File: src/hw/rtl/tal_pkg.sv
// shared types and constants of the thresholded argmax labeler
// no dependencies
package tal_pkg;

  localparam int SCORE_W     = 16;
  localparam int CLASS_W     = 8;
  localparam int INDEX_W     = 16;
  localparam int CFG_DATA_W  = 17;
  localparam int CFG_INDEX_W = 2;
  localparam int QUEUE_DEPTH = 4;
  localparam int QPTR_W      = 2;

  typedef enum logic [CFG_INDEX_W-1:0] {
    REG_ORDERING    = 2'd0,
    REG_CLASS_COUNT = 2'd1,
    REG_PIXEL_COUNT = 2'd2,
    REG_THRESHOLD   = 2'd3
  } cfg_reg_t;

  localparam logic [CLASS_W:0]    CLASS_COUNT_RESET = 9'd2;
  localparam int                  PIXEL_COUNT_RESET = 65536;
  localparam logic [SCORE_W-1:0]  THRESHOLD_RESET   = 16'd2048;

  // one classified word on its way from front to back
  typedef struct packed {
    logic               chw;
    logic               first;
    logic               emit;
    logic               frame_last;
    logic [CLASS_W-1:0] cls;
    logic [SCORE_W-1:0] score;
  } tag_t;

  typedef struct packed {
    logic [CLASS_W-1:0] cls;
    logic [SCORE_W-1:0] score;
  } best_t;

endpackage

File: src/hw/rtl/tal_front.sv
// front part: configuration registers, class and pixel counters, word tagging
// depends on tal_pkg
module tal_front #(
  parameter int MAX_PIXELS  = 65536,
  parameter int MAX_CLASSES = 256
) (
  input  logic                                              clk,
  input  logic                                              rst,
  input  logic                                              cfg_we,
  input  logic [tal_pkg::CFG_INDEX_W-1:0]                   cfg_index,
  input  logic [tal_pkg::CFG_DATA_W-1:0]                    cfg_data,
  input  logic                                              accept,
  input  logic [tal_pkg::SCORE_W-1:0]                       score,
  output tal_pkg::tag_t                                     push_tag,
  output logic [((MAX_PIXELS > 1) ? $clog2(MAX_PIXELS) : 1)-1:0] push_pix,
  output logic [tal_pkg::SCORE_W-1:0]                       threshold
);
  import tal_pkg::*;

  localparam int PIX_W = (MAX_PIXELS > 1) ? $clog2(MAX_PIXELS) : 1;
  localparam int PIX_RESET_LAST =
    ((MAX_PIXELS < PIXEL_COUNT_RESET) ? MAX_PIXELS : PIXEL_COUNT_RESET) - 1;
  localparam logic [CLASS_W:0] CLASS_RESET_LAST = CLASS_COUNT_RESET - 9'd1;

  logic               ordering;
  logic [CLASS_W-1:0] class_last;
  logic [PIX_W-1:0]   pixel_last;
  logic [CLASS_W-1:0] class_counter;
  logic [PIX_W-1:0]   pixel_counter;
  logic               last_class;
  logic               last_pixel;

  function automatic logic [CLASS_W-1:0] class_limit(input logic [CFG_DATA_W-1:0] v);
    logic [CLASS_W:0] c;
    logic [CLASS_W:0] m;
    c = v[CLASS_W:0];
    m = c - 9'd1;
    if (c == '0) return '0;
    else if (int'(c) > MAX_CLASSES) return CLASS_W'(MAX_CLASSES - 1);
    else return m[CLASS_W-1:0];
  endfunction

  function automatic logic [PIX_W-1:0] pixel_limit(input logic [CFG_DATA_W-1:0] v);
    logic [CFG_DATA_W-1:0] m;
    m = v - 17'd1;
    if (v == '0) return '0;
    else if (int'(v) > MAX_PIXELS) return PIX_W'(MAX_PIXELS - 1);
    else return PIX_W'(m);
  endfunction

  assign last_class = class_counter >= class_last;
  assign last_pixel = pixel_counter >= pixel_last;

  always_ff @(posedge clk) begin
    if (rst) begin
      ordering      <= 1'b0;
      class_last    <= CLASS_RESET_LAST[CLASS_W-1:0];
      pixel_last    <= PIX_W'(PIX_RESET_LAST);
      threshold     <= THRESHOLD_RESET;
      class_counter <= '0;
      pixel_counter <= '0;
    end else if (cfg_we) begin
      unique case (cfg_reg_t'(cfg_index))
        REG_ORDERING:    ordering   <= cfg_data[0];
        REG_CLASS_COUNT: class_last <= class_limit(cfg_data);
        REG_PIXEL_COUNT: pixel_last <= pixel_limit(cfg_data);
        REG_THRESHOLD:   threshold  <= cfg_data[SCORE_W-1:0];
        default:         ordering   <= ordering;
      endcase
      class_counter <= '0;
      pixel_counter <= '0;
    end else if (accept) begin
      if (!ordering) begin
        if (last_class) begin
          class_counter <= '0;
          pixel_counter <= last_pixel ? '0 : pixel_counter + 1'b1;
        end else begin
          class_counter <= class_counter + 1'b1;
        end
      end else begin
        if (last_pixel) begin
          pixel_counter <= '0;
          class_counter <= last_class ? '0 : class_counter + 1'b1;
        end else begin
          pixel_counter <= pixel_counter + 1'b1;
        end
      end
    end
  end

  always_comb begin
    push_tag.chw        = ordering;
    push_tag.first      = (class_counter == '0);
    push_tag.emit       = last_class;
    push_tag.frame_last = last_pixel;
    push_tag.cls        = class_counter;
    push_tag.score      = score;
  end

  assign push_pix = pixel_counter;

  a_class_in_range: assert property (@(posedge clk) disable iff (rst)
    class_counter <= class_last)
    else $error("class counter past configured class count");

  a_pixel_in_range: assert property (@(posedge clk) disable iff (rst)
    pixel_counter <= pixel_last)
    else $error("pixel counter past configured pixel count");

  a_cfg_restarts: assert property (@(posedge clk) disable iff (rst)
    cfg_we |=> (class_counter == '0) && (pixel_counter == '0))
    else $error("register write did not restart the frame");

endmodule

File: config.mk
export PLATFORM = sky130hd
export DESIGN_NAME = tal_front
export DESIGN_NICKNAME = d
export VERILOG_FILES = /design/src/hw/rtl/tal_pkg.sv /design/src/hw/rtl/tal_front.sv
export SDC_FILE = /design/constraint.sdc
export NUM_CORES = 1
export LEC_CHECK = 0
export BUFFER_PORTS_ARGS = -buffer_cell sky130_fd_sc_hd__buf_2
export CAP_MARGIN = 10
export CORE_MARGIN = 2
export CORE_UTILIZATION = 48
export DETAILED_ROUTE_END_ITERATION = 10
export PLACE_DENSITY = 0.85
export SYNTH_ARGS = -nofsm -noshare
export SYNTH_HDL_FRONTEND = slang
export SYNTH_SLANG_ARGS = --single-unit
File: constraint.sdc
create_clock -name clk -period 2.2 [get_ports clk]
set_input_delay 0.22 -clock clk [delete_from_list [all_inputs] [get_ports clk]]
set_output_delay 0.22 -clock clk [all_outputs]
set_load 0.005 [all_outputs]
==> impl_metrics.json <==
{
  "outcome": "finished with violations",
  "violations": "negative setup slack",
  "fin_crit_ns": 2.37,
  "vias": 3832,
  "synthTopCellsByArea": "dfxtp_1, ha_1, nand2_1",
  "grt_pass1_vias": 3654,
  "hold_buffers": 0,
  "hold_violations": 0,
  "setup_viol": 24,
  "relSlewSlack_pct": 59.5,
  "yosysWarnings": 0,
  "synthFlopType": "dfxtp_1",
  "cts_tree": "done",
  "worst_slack_ns": -0.167,
  "avgSynthCellArea_sq_um": 8.34,
  "antenna_found_initial": 0,
  "rows": 32,
  "power_mw": 2.79,
  "grt_use_total_pct": 23.8,
  "async_flop_share_pct": 0,
  "synth_edf_count": 0,
  "finalCritPeriodShare_pct": 108,
  "finalNetCount": 630,
  "start_util_pct": 49.6,
  "power_density_nw_per_um2": 559,
  "drtIter0Drc": 175,
  "clk_root_buffer_cell": "clkbuf_8",
  "cts_made_buffers": 9,
  "grt_pass1_wl_um": 16600,
  "drc": 0,
  "syn_to_final_growth_pct": 30.2,
  "fill_cells": 608,
  "hp-class": "input port to flop",
  "slew_viol_final": 0,
  "place_ws_ns": -0.142,
  "cap_violations": 0,
  "ios": 99,
  "synth_cell_types": 54,
  "dp_hpwl_um": 7440,
  "synth_seq_area_share_pct": 33.9,
  "grt_max_degree": 26,
  "fp.dieW_um": 93.4,
  "worst_ep_required_time_ns": 1.98,
  "synth.top_cell.area_share_pct": 33.9,
  "end_kind": "output pin",
  "cts.path.max_buffers": 2,
  "io_buffers": 66,
  "critPathLaunchType": "flop",
  "p_leak_nw": 2.29,
  "clock_latency_ns": 0.36,
  "multi_input_area_sq_um": 2360,
  "gp_congestion": 0.878,
  "seq_area_sq_um": 1310,
  "wl_per_cell_um": 16.3,
  "rsz0062_at_grt": "true",
  "core_sq_um": 7730,
  "clock_sinks": 65,
  "htreeDepth": 3,
  "worstPathArrival_ns": 2.15,
  "mostFrequentLayoutCells": "buf_2, nand2_1, buf_4",
  "crit_fanout": 3,
  "n_antenna_cell": 0,
  "ys_seq_elements": 65,
  "drive_gt1_share_pct": 36.9,
  "ir_drop_mv": 0.340,
  "dieArea_sq_um": 8720,
  "tightest_slew_ns": 0.606,
  "wirelength_um": 10900,
  "syn-num-nets": 528,
  "clkSlewWorstSetupHoldPaths_ns": 0.07,
  "finClkSkew_ns": 0.00890,
  "ant_nets": 0,
  "grt_overflow_total": 0,
  "viasPerCell": 5.74,
  "slowest_delay_ns": 0.53,
  "final_common_cell": "buf_2",
  "syn-instance-count": 460,
  "syn-cell-area_sq_um": 3830,
  "crit_chain": "inv_1, ha_1, nand2_1, nor3_2, or4b_4, and3_4, inv_2, buf_6",
  "yosysTopAreaCell": "dfxtp_1",
  "die_h_um": 93.4,
  "drtPass1Iterations": 5,
  "fmax_mhz": 423,
  "worst_path_max_delay_cell": "or4b_4",
  "setup.worst_path.class": "flop to output pin"
}
## per-stage QoR
stage	setup TNS (ns)	util [%]	std cells	instance area [sq um]	hold WS (ns)
2_1_floorplan	0	-	460	3860	0.344
3_3_place_gp	-0.379	58.5	647	4520	0.440
3_5_place_dp	-1.88	58.5	647	4520	0.440
4_1_cts	-1.95	62.8	665	4850	0.128
5_1_grt	-4.06	64.6	668	4990	0.155
6_report	-1.33	64.6	668	4990	0.132
## worst max-delay path: cells and delay by family (launching register included)
family	cells	cell delay, ns
adders and majority gates	1	0.28
buffers and inverters	3	0.18
DFF	1	0.33
and+or+nand+nor	4	1.01
## area by class of cell
cell class | instances | share of cell area, %
Inverter | 33 | 2.48
Clock buffer | 12 | 2.91
Clock inverter | 3 | 1.30
Tap cell | 102 | 2.56
Timing Repair Buffer | 131 | 17.1
Sequential cell | 65 | 26.3
Multi-Input combinational cell | 322 | 47.4
## registers in the layout, indices dropped and copies added, names as in the netlist
signal         flops
push_pix          16
ordering           1
class_last         8
class_counter      8
threshold         16
pixel_last        16
## cell usage after synthesis, drive strengths merged, types with 2 or more instances
library cell and count:
a21bo 2, a21oi 43, a221o 12, a221oi 7
a22o 5, a32o 6, and2 3, and3 9
buf 26, clkbuf 14, dfxtp 65, ha 29
inv 33, mux2i 2, nand2 61, nand2b 6
nand3 12, nand3b 3, nand4 6, nor2 17
nor2b 5, nor3 7, nor3b 4, nor4 5
o21a 2, o21ai 24, o2bb2ai 5, o31ai 7
o41ai 2, or3 6, or4 6, or4b 2
xnor2 6, xor2 7
## layer usage
metal	vias to the layer above	share of wire (%)	global-route usage [%]
met3	29	6.7	4.27
met2	158	49	40.6
met1	1791	42	28.8
li1	1854	-	-
met4	0	2.6	11.4
met5	-	0	0
## cells by family after synthesis
kind of cell | synth area share [%]
compound gates | 22.9
xor+xnor | 2.97
fa+ha+maj | 9.46
buf+inv | 9.53
flops | 33.9
mux | 0.522
simple gates | 20.7
## worst paths after layout
check                start          endpoint  slack, ns  depth (start not counted)
max          pixel_last[9]      push_tag[24]      -0.17                          8
min           cfg_data[15]     threshold[15]       0.13                          3
max reg2reg  pixel_last[9]  class_counter[1]      -0.15                         10
min reg2reg   threshold[5]      threshold[5]       0.46                          2
## what timing repair did
item                                    CTS  global route
pin swaps                                 9            13
resized for setup                        30            33
setup buffers                             4             3
endpoints found under the setup margin   26            27
## power by group
part,internal (mW),switching [mW],total (mW)
clock,0.662,0.468,1.13
combinational,0.193,0.232,0.425
sequential,1.21,0.0195,1.23
total,2.07,0.720,2.79
No activity file was read; power rests on OpenSTA's default activity.
