$ cat src/hw/rtl/tal_pkg.sv
// shared types and constants of the thresholded argmax labeler
// no dependencies
package tal_pkg;

  localparam int SCORE_W     = 16;
  localparam int CLASS_W     = 8;
  localparam int INDEX_W     = 16;
  localparam int CFG_DATA_W  = 17;
  localparam int CFG_INDEX_W = 2;
  localparam int QUEUE_DEPTH = 4;
  localparam int QPTR_W      = 2;

  typedef enum logic [CFG_INDEX_W-1:0] {
    REG_ORDERING    = 2'd0,
    REG_CLASS_COUNT = 2'd1,
    REG_PIXEL_COUNT = 2'd2,
    REG_THRESHOLD   = 2'd3
  } cfg_reg_t;

  localparam logic [CLASS_W:0]    CLASS_COUNT_RESET = 9'd2;
  localparam int                  PIXEL_COUNT_RESET = 65536;
  localparam logic [SCORE_W-1:0]  THRESHOLD_RESET   = 16'd2048;

  // one classified word on its way from front to back
  typedef struct packed {
    logic               chw;
    logic               first;
    logic               emit;
    logic               frame_last;
    logic [CLASS_W-1:0] cls;
    logic [SCORE_W-1:0] score;
  } tag_t;

  typedef struct packed {
    logic [CLASS_W-1:0] cls;
    logic [SCORE_W-1:0] score;
  } best_t;

endpackage

$ cat src/hw/rtl/tal_queue.sv
// short queue of tagged words between front and back
// depends on tal_pkg
module tal_queue #(
  parameter int W = 32
) (
  input  logic         clk,
  input  logic         rst,
  input  logic         push,
  input  logic [W-1:0] push_data,
  output logic         full,
  input  logic         pop,
  output logic         not_empty,
  output logic [W-1:0] head
);
  import tal_pkg::*;

  logic [W-1:0]      slots [QUEUE_DEPTH];
  logic [QPTR_W-1:0] wptr;
  logic [QPTR_W-1:0] rptr;
  logic [QPTR_W:0]   count;

  assign full      = (count == (QPTR_W + 1)'(QUEUE_DEPTH));
  assign not_empty = (count != '0);
  assign head      = slots[rptr];

  always_ff @(posedge clk) begin
    if (push) begin
      slots[wptr] <= push_data;
    end
  end

  always_ff @(posedge clk) begin
    if (rst) begin
      wptr  <= '0;
      rptr  <= '0;
      count <= '0;
    end else begin
      if (push) wptr <= wptr + 1'b1;
      if (pop) rptr <= rptr + 1'b1;
      case ({push, pop})
        2'b10:   count <= count + 1'b1;
        2'b01:   count <= count - 1'b1;
        default: count <= count;
      endcase
    end
  end

  a_no_overflow: assert property (@(posedge clk) disable iff (rst)
    push |-> !full)
    else $error("queue written while full");

  a_no_underflow: assert property (@(posedge clk) disable iff (rst)
    pop |-> not_empty)
    else $error("queue read while empty");

  a_count_bound: assert property (@(posedge clk) disable iff (rst)
    count <= (QPTR_W + 1)'(QUEUE_DEPTH))
    else $error("queue count out of range");

endmodule

$ cat config.mk
export PLATFORM = sky130hd
export DESIGN_NAME = tal_queue
export DESIGN_NICKNAME = d
export VERILOG_FILES = /design/src/hw/rtl/tal_pkg.sv /design/src/hw/rtl/tal_queue.sv
export SDC_FILE = /design/constraint.sdc
export NUM_CORES = 1
export LEC_CHECK = 0
export BUFFER_PORTS_ARGS = -buffer_cell sky130_fd_sc_hd__buf_4
export CORE_MARGIN = 8
export CORE_UTILIZATION = 51
export CTS_CLUSTER_DIAMETER = 200
export DETAILED_ROUTE_END_ITERATION = 10
export GPL_TIMING_DRIVEN = 1
export HOLD_SLACK_MARGIN = 0.05
export PLACE_DENSITY_LB_ADDON = 0.3
export SKIP_LAST_GASP = 1
export SYNTH_ARGS = -nofsm -noshare
export SYNTH_HDL_FRONTEND = slang
export SYNTH_SLANG_ARGS = --single-unit
export TNS_END_PERCENT = 100
$ cat constraint.sdc
create_clock -name clk -period 1.7 [get_ports clk]
set_clock_uncertainty 0.05 [all_clocks]
set_input_delay 0.17 -clock clk [delete_from_list [all_inputs] [get_ports clk]]
set_output_delay 0.17 -clock clk [all_outputs]
set_load 0.01 [all_outputs]
==> results of run 1 <==
flip-flops by register name, indices dropped and copies added (netlist names), named ones only:
| name | flops |
|---|---|
| slots | 128 |
| count | 3 |
| wptr | 2 |
| rptr | 2 |
worst max-delay path: cells and delay by family (launching register included):
kind                   cells  cell delay (ns)
multiplexers               1             0.51
flip-flops                 1             0.43
buffers and inverters      2             0.36
power by group through the flow:
| stage | Sequential, W | Combinational, W | Clock (W) |
|---|---|---|---|
| floorplan | 0.00397 | 0.000474 | 0 |
| global placement | 0.00398 | 0.000865 | 0 |
| detailed placement | 0.00399 | 0.000873 | 0 |
| CTS | 0.00392 | 0.000952 | 0.00364 |
| global route | 0.00394 | 0.00106 | 0.00378 |
| finish | 0.00392 | 0.000988 | 0.00358 |
worst paths after layout:
| kind | startpoint | to | slack (ns) | depth (start not counted) |
|---|---|---|---|---|
| max reg2reg | wptr[1] | slots[1][4] | 0.24 | 4 |
| min | push_data[26] | slots[0][26] | 0.34 | 2 |
| min reg2reg | count[2] | count[2] | 0.46 | 2 |
| max | register | head[19] | -0.33 | 3 |
repair_timing:
| action | 4_1_cts | 5_1_grt |
|---|---|---|
| endpoints found under the hold margin | 137 | 0 |
| gates resized for setup | 2 | 19 |
| cloned | 0 | 1 |
| hold buffers | 36 | 0 |
| setup endpoints to repair | 32 | 33 |
placed cells by master (no fill, tap or decap):
cell           netlist  final
dlygate4sd3_1        0     36
clkinv_1             0      1
inv_6                0      4
buf_12               3      6
buf_8                0      1
xnor2_1              3      3
a21oi_1              1      1
o21ai_0              1      1
clkbuf_8             0      1
nand2_1              1      1
dfxtp_1              9      7
edfxtp_1           128    128
bufinv_16            0      3
clkinvlp_4           0      4
mux2i_1              2      2
buf_4                0     62
xor2_1               2      2
dfxtp_4              0      1
nor2_1               7      7
clkbuf_16            0     17
clkinv_2             0      2
fa_2                 0      1
nor3b_1              1      1
and2_2               0      4
dfxtp_2              0      1
clkbuf_1             1      1
or3_1                2      2
mux4_2              30     31
buf_6                1     13
inv_1                3      3
ha_1                 5      5
mux4_1               2      1
layer usage:
metal,GRT usage (%),up-vias
met5,0,-
met4,5.45,0
met3,4.74,12
met2,23.6,67
met1,17.2,1274
li1,-,1133
logic make-up (layout without fill, tap and decap cells):
logic type               Yosys count  in the layout  share of synthesized area, %
XOR/XNOR                           5              5                         0.861
buffers and inverters             11            154                          1.99
multiplexers                      34             34                          14.7
AO/OA/AOI/OAI                      2              2                         0.197
flip-flops                       137            137                          79.1
adder cells (fa/ha/maj)            6              6                          1.62
AND/OR/NAND/NOR                   15             15                          1.48
final cells by class:
| class | instances | area (sq um) |
|---|---|---|
| clock buffers | 18 | 418 |
| clock inverters | 14 | 169 |
| inverters | 3 | 11.3 |
| fillers | 628 | 2840 |
| flip-flops and latches | 137 | 4030 |
| repair buffers | 119 | 1130 |
| multi-input cells | 62 | 963 |
| well taps | 133 | 166 |
through the flow:
stage | hold WS, ns | worst slack [ns] | util (%) | TNS [ns] | std cells
floorplan | 0.219 | 0.247 | - | 0 | 210
global placement | 0.320 | 0.0694 | 60.1 | 0 | 417
detailed placement | 0.324 | 0.0443 | 60.1 | 0 | 417
CTS | 0.327 | -0.344 | 69.9 | -9.72 | 485
global route | 0.341 | -0.385 | 70.8 | -11.38 | 486
finish | 0.344 | -0.333 | 70.8 | -9.49 | 486
==> metrics.yaml, run 1 <==
run_status:
  status: "complete, but fails checks"
  violations: "negative setup slack"
floorplanning:
  die_area_sq_um: 13400
  fp.dieW_um: 116
  rows: 36
  boundaryPins: 70
  die_height_um: 116
  start_util_pct: 52.3
  core-area_sq_um: 9730
critical_path:
  worstSetupEndpointType: "primary output"
  cp_max_fo: 9
  worstPathCellList: "clkbuf_16, mux4_2, buf_4"
  start_kind: "register"
  crit_path_top_delay_cell: "mux4_2"
  crit_path_max_incr_delay_ns: 0.51
  worstPathArrival_ns: 1.81
  crit_type: "register to primary output"
  critPathRequiredTime_ns: 1.48
route:
  wire_per_inst_um: 18.7
  dr.pass1.iters: 4
  ant_nets: 0
  m1WireLength_mm: 3.86
  met2WireLength_mm: 4.66
  highest_layer: "met4"
  viasPerCell: 5.12
  drtIter0Drc: 177
  wl_met3_um: 472
  wl_mm: 9.11
  num_vias: 2486
  drc: 0
clock_network:
  clkTransAtPathRegs_ns: 0.06
  cts.path.max_buffers: 2
  clock_latency_ns: 0.51
  cts_setup_buffers: 0
  root_buffer: "clkbuf_8"
  clock_sinks: 137
  cts_tree: "yes"
  h-tree-depth: 4
  cts_made_buffers: 17
grt:
  first_global_vias: 2770
  grt_pass1_wl_mm: 14.2
  grt_overflow: 0
  grt_usage_pct: 14.3
  antenna_found_initial: 0
  grt_max_degree: 21
synthesis:
  ys_ff_latch: 137
  async_reset_ff_share_pct: 0
  post-synth-top-area-fraction_pct: 75.6
  synthTopCellsByArea: "edfxtp_1 76%, mux4_2 13%, dfxtp_1 3.5%"
  synth_area_per_cell_sq_um: 24.2
  yosys.area.top_type: "edfxtp_1"
  synthFlopType: "edfxtp_1"
  synth-seq-area-share_pct: 79.1
  synth_edf_count: 128
  synth_common_cells: "128 x edfxtp_1, 30 x mux4_2, 9 x dfxtp_1, 7 x nor2_1, 5 x ha_1"
  synth_nets: 252
  syn-cell-area_sq_um: 5080
  synth.most_common_cell: "edfxtp_1"
  ys_warn_count: 0
  synth_cells: 210
  ys_types: 21
timing:
  hold_violations: 0
  relSlewSlack_pct: 79.6
  period_needed_ns: 2.03
  setup_viol: 32
  rsz0062_at_grt: "true"
  slew_viol_final: 0
  max_freq_mhz: 492
  worstMarginPinSlew_ns: 0.305
  worst_slack_ns: -0.333
  final_min_period_over_clock_period_pct: 120
power_and_ir_drop:
  finalPower_w: 0.00849
  netSwitchingFraction_pct: 21.5
  ir_drop_mv: 0.996
  p_int_w: 0.00667
  power_frac_comb_pct: 11.6
  power_density_nw_per_um2: 1230
  p_sw_w: 0.00182
  clkPwrFrac_pct: 42.2
  power.leakage_nw: 2.43
  p_seq_share_pct: 46.2
layout:
  diodes: 0
  synthToLayoutAreaGrowth_pct: 35.5
  layout-drive-gt1-share_pct: 42.8
  fin_nets: 382
  postLayoutCellArea_sq_um: 6890
hold_path:
  min_path_type: "input pin to register"
place:
  io_buffer_count: 69
  hpwl_mm: 5.50
  placed_area_sq_um: 5850
  routabilityCongestion: 0.680
job:
  drv_cap: 0
No activity file was read; power rests on OpenSTA's default activity.
==> run 2: changes to the inputs <==
CORE_MARGIN = 2   (was 8)
CORE_UTILIZATION = 56   (was 51)
RECOVER_POWER = 25   (was not set)
clock period = 1.88 ns   (was 1.7 ns; I/O delays follow)
==> run 2 against run 1 <==
  * Largest power group unchanged
  * Global-route usage grew 6.3 points
  * Utilization grew 6.3 points
  * Highest routed layer unchanged
  * Critical path type unchanged
  * Via count shrank 0.48%
  * Cell count shrank 6.8%
  * The flow still finishes with violations (negative setup slack)
==> metrics.yaml, run 2 (synthesized netlist as in run 1, its figures left out) <==
place:
  io_buffer_count: 69  # unchanged
  hpwl_mm: 4.77  # -13%
  pre_cts_ws_ns: 0.132  # +0.0880 ns
  placed_area_sq_um: 5720  # -2.1%
  routabilityCongestion: 0.690  # +1.5%
route:
  drc: 0  # unchanged
  wl_mm: 9.29  # +2.0%
  drtIter0Drc: 116  # -34%
  num_vias: 2474  # -0.48%
  dr.pass1.iters: 4  # unchanged
  viasPerCell: 5.46  # +6.8%
  wire_per_inst_um: 20.5  # +9.4%
  ant_nets: 0  # unchanged
layout:
  top_register: "slots"
  reg.largest.list: "slots x128, count x3"
  layout_common_cells: "128 x edfxtp_1, 42 x buf_4, 36 x dlygate4sd3_1"
  nFillCells: 481  # -23%
  postLayoutCellArea_sq_um: 6760  # -1.9%
  fin_nets: 375  # -1.8%
  largest_reg_flops: 128  # unchanged
  synthToLayoutAreaGrowth_pct: 32.8
  diodes: 0  # unchanged
  final_core_utilization_pct: 77.1  # +6.3 points
  layout-drive-gt1-share_pct: 35.4  # -7.4 points
  final_common_cell: "edfxtp_1"
timing:
  max_freq_mhz: 486
  rsz0062_at_grt: "true"
  slew_viol_final: 0  # unchanged
  final_min_period_over_clock_period_pct: 109
  relSlewSlack_pct: 42.9  # -37 points
  worst_slack_ns: -0.176  # +0.157 ns
  worstMarginPinSlew_ns: 0.856  # +0.551 ns
  setup_viol: 32  # unchanged
  fin_tns_setup_ns: -3.98  # +5.51 ns
  period_needed_ns: 2.06
  hold_violations: 0  # unchanged
clock_network:
  cts_made_buffers: 17  # unchanged
  clock_latency_ns: 0.51  # about the same
  cts.path.max_buffers: 2  # unchanged
  cts_tree: "yes"
  h-tree-depth: 4  # unchanged
  clkTransAtPathRegs_ns: 0.06  # about the same
  clock_sinks: 137  # unchanged
  root_buffer: "clkbuf_8"
critical_path:
  rr_worst_depth: 3  # -1
  critPathRequiredTime_ns: 1.64  # +0.16 ns
  worstSetupEndpointType: "primary output"
  crit_type: "register to primary output"
  cp_max_fo: 5  # -4
  start_kind: "register"
  worstPathArrival_ns: 1.82  # about the same
floorplanning:
  fp.dieW_um: 99.3  # -14%
  boundaryPins: 70  # unchanged
  die_height_um: 99.3  # -14%
  rows: 34  # -5.6%
  core-area_sq_um: 8760  # -9.9%
  die_area_sq_um: 9860  # -27%
  start_util_pct: 58.0  # +5.8 points
grt:
  antenna_found_initial: 0  # unchanged
  grt_overflow: 0  # unchanged
  grt_max_degree: 33  # +57%
  first_global_vias: 2617  # -5.5%
  grt_pass1_wl_mm: 14.5  # +2.2%
  grt_usage_pct: 20.6  # +6.3 points
power_and_ir_drop:
  power.leakage_nw: 2.35  # -3.3%
  finalPower_w: 0.00786  # -7.4%
  power_density_nw_per_um2: 1160  # -5.6%
  ir_drop_mv: 0.595  # -40%
job:
  drv_cap: 0  # unchanged
hold_path:
  min_path_type: "input pin to register"
  hold_path_depth: 2  # unchanged
run_status:
  status: "complete, but fails checks"
  violations: "negative setup slack"
run 2: final cells by class:
class                           instances  area, sq um  area share [%]
Clock buffer                           18          418            6.19
Clock inverter                         13          200            2.96
Inverter                                3         11.3           0.167
Multi-Input combinational cell         62          962            14.2
Sequential cell                       137         4030            59.6
Tap cell                              108          135            2.00
Timing Repair Buffer                  112         1000            14.8
run 2: final timing paths:
| kind | startpoint | end | slack [ns] |
|---|---|---|---|
| worst max-delay path | register | head[28] | -0.18 |
| worst min-delay path | push_data[26] | slots[2][26] | 0.38 |
| worst max register to register | wptr[0] | slots[0][1] | 0.16 |
| worst min register to register | count[2] | count[2] | 0.45 |
run 2: timing repair:
action | in CTS | in global routing
hold endpoints to repair | 137 | 0
cloned | 2 | 0
resized for setup | 11 | 6
hold buffers | 36 | 0
setup buffers | 1 | 0
pin swaps | 0 | 0
endpoints found under the setup margin | 32 | 33
run 2: power breakdown:
group | switching (W) | internal, W
sequential | 0.0000560 | 0.00350
combinational | 0.000372 | 0.000479
clock | 0.00118 | 0.00227
run 2: critical path, stage by stage, from the launching register on:
cell	delay [ns]
dfxtp_4	0.40
buf_12	0.13
buf_16	0.12
mux4_2	0.51
buf_6	0.14
run 2: per-layer routing:
layer	wire length, um	GRT usage, %
met3	347	5.83
met1	3810	25.9
met4	93	6.85
met2	5040	35.1
met5	0	0
run 2: stage by stage:
step | cells | hold slack (ns)
floorplan | 210 | 0.237
global placement | 383 | 0.337
detailed placement | 383 | 0.343
CTS | 453 | 0.347
global route | 453 | 0.385
finish | 453 | 0.380
==> run 3: changes to the inputs <==
RECOVER_POWER = 100   (was 25)
TNS_END_PERCENT = not set   (was 100)
==> run 3 against run 2 <==
  * The flow still finishes with violations (negative setup slack)
  * First-iteration DRC count rose by 5.2%
  * Wire length barely moved
  * Cell count did not move
  * Global-route usage did not move
  * Fmax barely moved
  * Count of clock-buffer cells in the layout did not move
  * Critical path depth did not move
  * Die area did not move
  * Via count fell by 0.24%
  * Clock power barely moved
  * Utilization fell by 0.79 points
  * Combinational power fell by 2.6%
  * Largest cell class unchanged
  * Highest routed layer unchanged
==> metrics.yaml, run 3 (synthesized netlist as in run 1, its figures left out) <==
run_status:
  status: "complete, but fails checks"
  violations: "negative setup slack"
floorplanning:
  die_height_um: 99.3  # unchanged
  rows: 34  # unchanged
  start_util_pct: 58.0  # unchanged
  boundaryPins: 70  # unchanged
  fp.dieW_um: 99.3  # unchanged
  core-area_sq_um: 8760  # unchanged
  die_area_sq_um: 9860  # unchanged
route:
  num_vias: 2468  # -0.24%
  viasPerCell: 5.45  # -0.24%
  wire_per_inst_um: 20.5  # about the same
  drtIter0Drc: 122  # +5.2%
  ant_nets: 0  # unchanged
  dr.pass1.iters: 4  # unchanged
  wl_mm: 9.28  # about the same
  drc: 0  # unchanged
critical_path:
  cp_num_buf_inv: 3  # unchanged
  start_kind: "register"
  worstPathCellList: "buf_12, buf_16, mux4_2, buf_6"
  crit_path_max_incr_delay_ns: 0.51  # about the same
  r2r_start: "wptr[0]"
  cp_max_fo: 5  # unchanged
  crit_type: "register to primary output"
  rr_worst_depth: 3  # unchanged
  crit_path_top_delay_cell: "mux4_2"
  r2r-end: "slots[3][4]"
  crit_family: "multiplexers"
  reg2reg_slack_ns: 0.07  # -0.09 ns
  worstSetupEndpointType: "primary output"
  worstPathArrival_ns: 1.82  # about the same
  critPathRequiredTime_ns: 1.64  # about the same
grt:
  grt_usage_pct: 20.6  # unchanged
  grt_pass1_wl_mm: 14.5  # unchanged
  grt_overflow: 0  # unchanged
  grt_max_degree: 33  # unchanged
  first_global_vias: 2617  # unchanged
  antenna_found_initial: 0  # unchanged
hold_path:
  holdCritStartpoint: "rst"
  hold_end: "wptr[0]"
  hold_path_depth: 3  # +1
  min_path_type: "input pin to register"
clock_network:
  clkTransAtPathRegs_ns: 0.06  # about the same
  cts.path.max_buffers: 2  # unchanged
  clock_sinks: 137  # unchanged
  cts_tree: "yes"
  root_buffer: "clkbuf_8"
  h-tree-depth: 4  # unchanged
  cts_made_buffers: 17  # unchanged
  clock_latency_ns: 0.51  # about the same
place:
  routabilityCongestion: 0.690  # unchanged
  placed_area_sq_um: 5720  # unchanged
  hpwl_mm: 4.77  # unchanged
  pre_cts_ws_ns: 0.132  # unchanged
  io_buffer_count: 69  # unchanged
power_and_ir_drop:
  power_frac_comb_pct: 10.6  # -0.2 points
  finalPower_w: 0.00784  # -0.29%
  netSwitchingFraction_pct: 20.5  # +0.047 points
  p_seq_share_pct: 45.4  # +0.2 points
  power.leakage_nw: 2.28  # -2.9%
  ir_drop_mv: 0.576  # -3.1%
  p_sw_w: 0.00161  # about the same
  p_int_w: 0.00623  # -0.35%
  power_density_nw_per_um2: 1170  # +0.74%
  clkPwrFrac_pct: 44.1  # +0.2 points
layout:
  layout-drive-gt1-share_pct: 29.9  # -5.5 points
  largest_reg_flops: 128  # unchanged
  synthToLayoutAreaGrowth_pct: 31.5
  fin_nets: 375  # unchanged
  reg.largest.list: "slots x128, count x3"
  layout_common_cells: "128 x edfxtp_1, 37 x clkbuf_1, 36 x dlygate4sd3_1"
  diodes: 0  # unchanged
  postLayoutCellArea_sq_um: 6690  # -1.0%
  top_register: "slots"
  final_common_cell: "edfxtp_1"
timing:
  max_freq_mhz: 486  # about the same
  worst_slack_ns: -0.177  # -0.000886 ns
  setup_viol: 33  # +3.1%
  hold_ws_ns: 0.397  # +0.0175 ns
  period_needed_ns: 2.06  # +0.000886 ns
  slew_viol_final: 0  # unchanged
  rsz0062_at_grt: "true"
  final_min_period_over_clock_period_pct: 109  # about the same
  worstMarginPinSlew_ns: 0.850  # -0.00540 ns
  relSlewSlack_pct: 43.3  # +0.36 points
  hold_violations: 0  # unchanged
job:
  drv_cap: 0  # unchanged
[run 3: cell count changes in the layout (fill, tap and decap cells not counted)]
cell,change
clkbuf_1,+18
and2_2,-1
buf_4,-18
and2_0,+1
[run 3: cell type report]
type	instances	area, sq um
Inverter	3	11.3
Multi-Input combinational cell	62	961
Clock inverter	13	200
Tap cell	108	135
Sequential cell	137	4030
Clock buffer	18	418
Timing Repair Buffer	112	932
Fill cell	503	2080
[run 3: worst max-delay path by stage]
| stage | start | to | slack [ns] | cells after the start |
|---|---|---|---|---|
| global placement | wptr[0] | slots[2][0] | 0.17 | 3 |
| CTS | register | head[1] | -0.21 | 4 |
| global route | register | head[15] | -0.24 | 4 |
| detailed placement | wptr[0] | slots[2][22] | 0.13 | 3 |
| floorplan | wptr[0] | slots[2][0] | 0.11 | 3 |
| finish | register | head[28] | -0.18 | 4 |
[run 3: stage by stage]
step | setup TNS [ns] | util [%] | std cells
final | -3.97 | 76.3 | 453
after global routing | -7.11 | 76.3 | 453
after CTS | -4.93 | 77.7 | 453
after detailed placement | 0 | 65.3 | 383
after global placement | 0 | 65.3 | 383
after floorplan | 0 | - | 210
[run 3: power groups by stage]
stage          logic, W  registers (W)  clock network, W
2_1_floorplan  0.000427        0.00360                 0
3_3_place_gp   0.000730        0.00360                 0
3_5_place_dp   0.000742        0.00361                 0
4_1_cts        0.000865        0.00355           0.00349
5_1_grt        0.000890        0.00357           0.00363
6_report       0.000829        0.00356           0.00345
[run 3: timing repair]
action / 4_1_cts / 5_1_grt
hold buffers: 36 / 0
cloned: 2 / 0
gates resized for setup: 11 / 6
setup endpoints to repair: 32 / 33
hold endpoints to repair: 137 / 0
setup buffers: 1 / 0
[run 3: routing by layer]
layer / up-vias / global-route usage [%] / routed length, um
li1: 1116 / - / -
met4: 0 / 6.85 / 110
met1: 1270 / 25.9 / 3770
met5: - / 0 / 0
met2: 73 / 35.1 / 5040
met3: 9 / 5.83 / 362
[run 3: worst register-to-register path, stage by stage (launching register included)]
cell and delay, ns:
dfxtp_1 0.40, ha_1 0.16, and2_0 0.60, buf_12 0.29
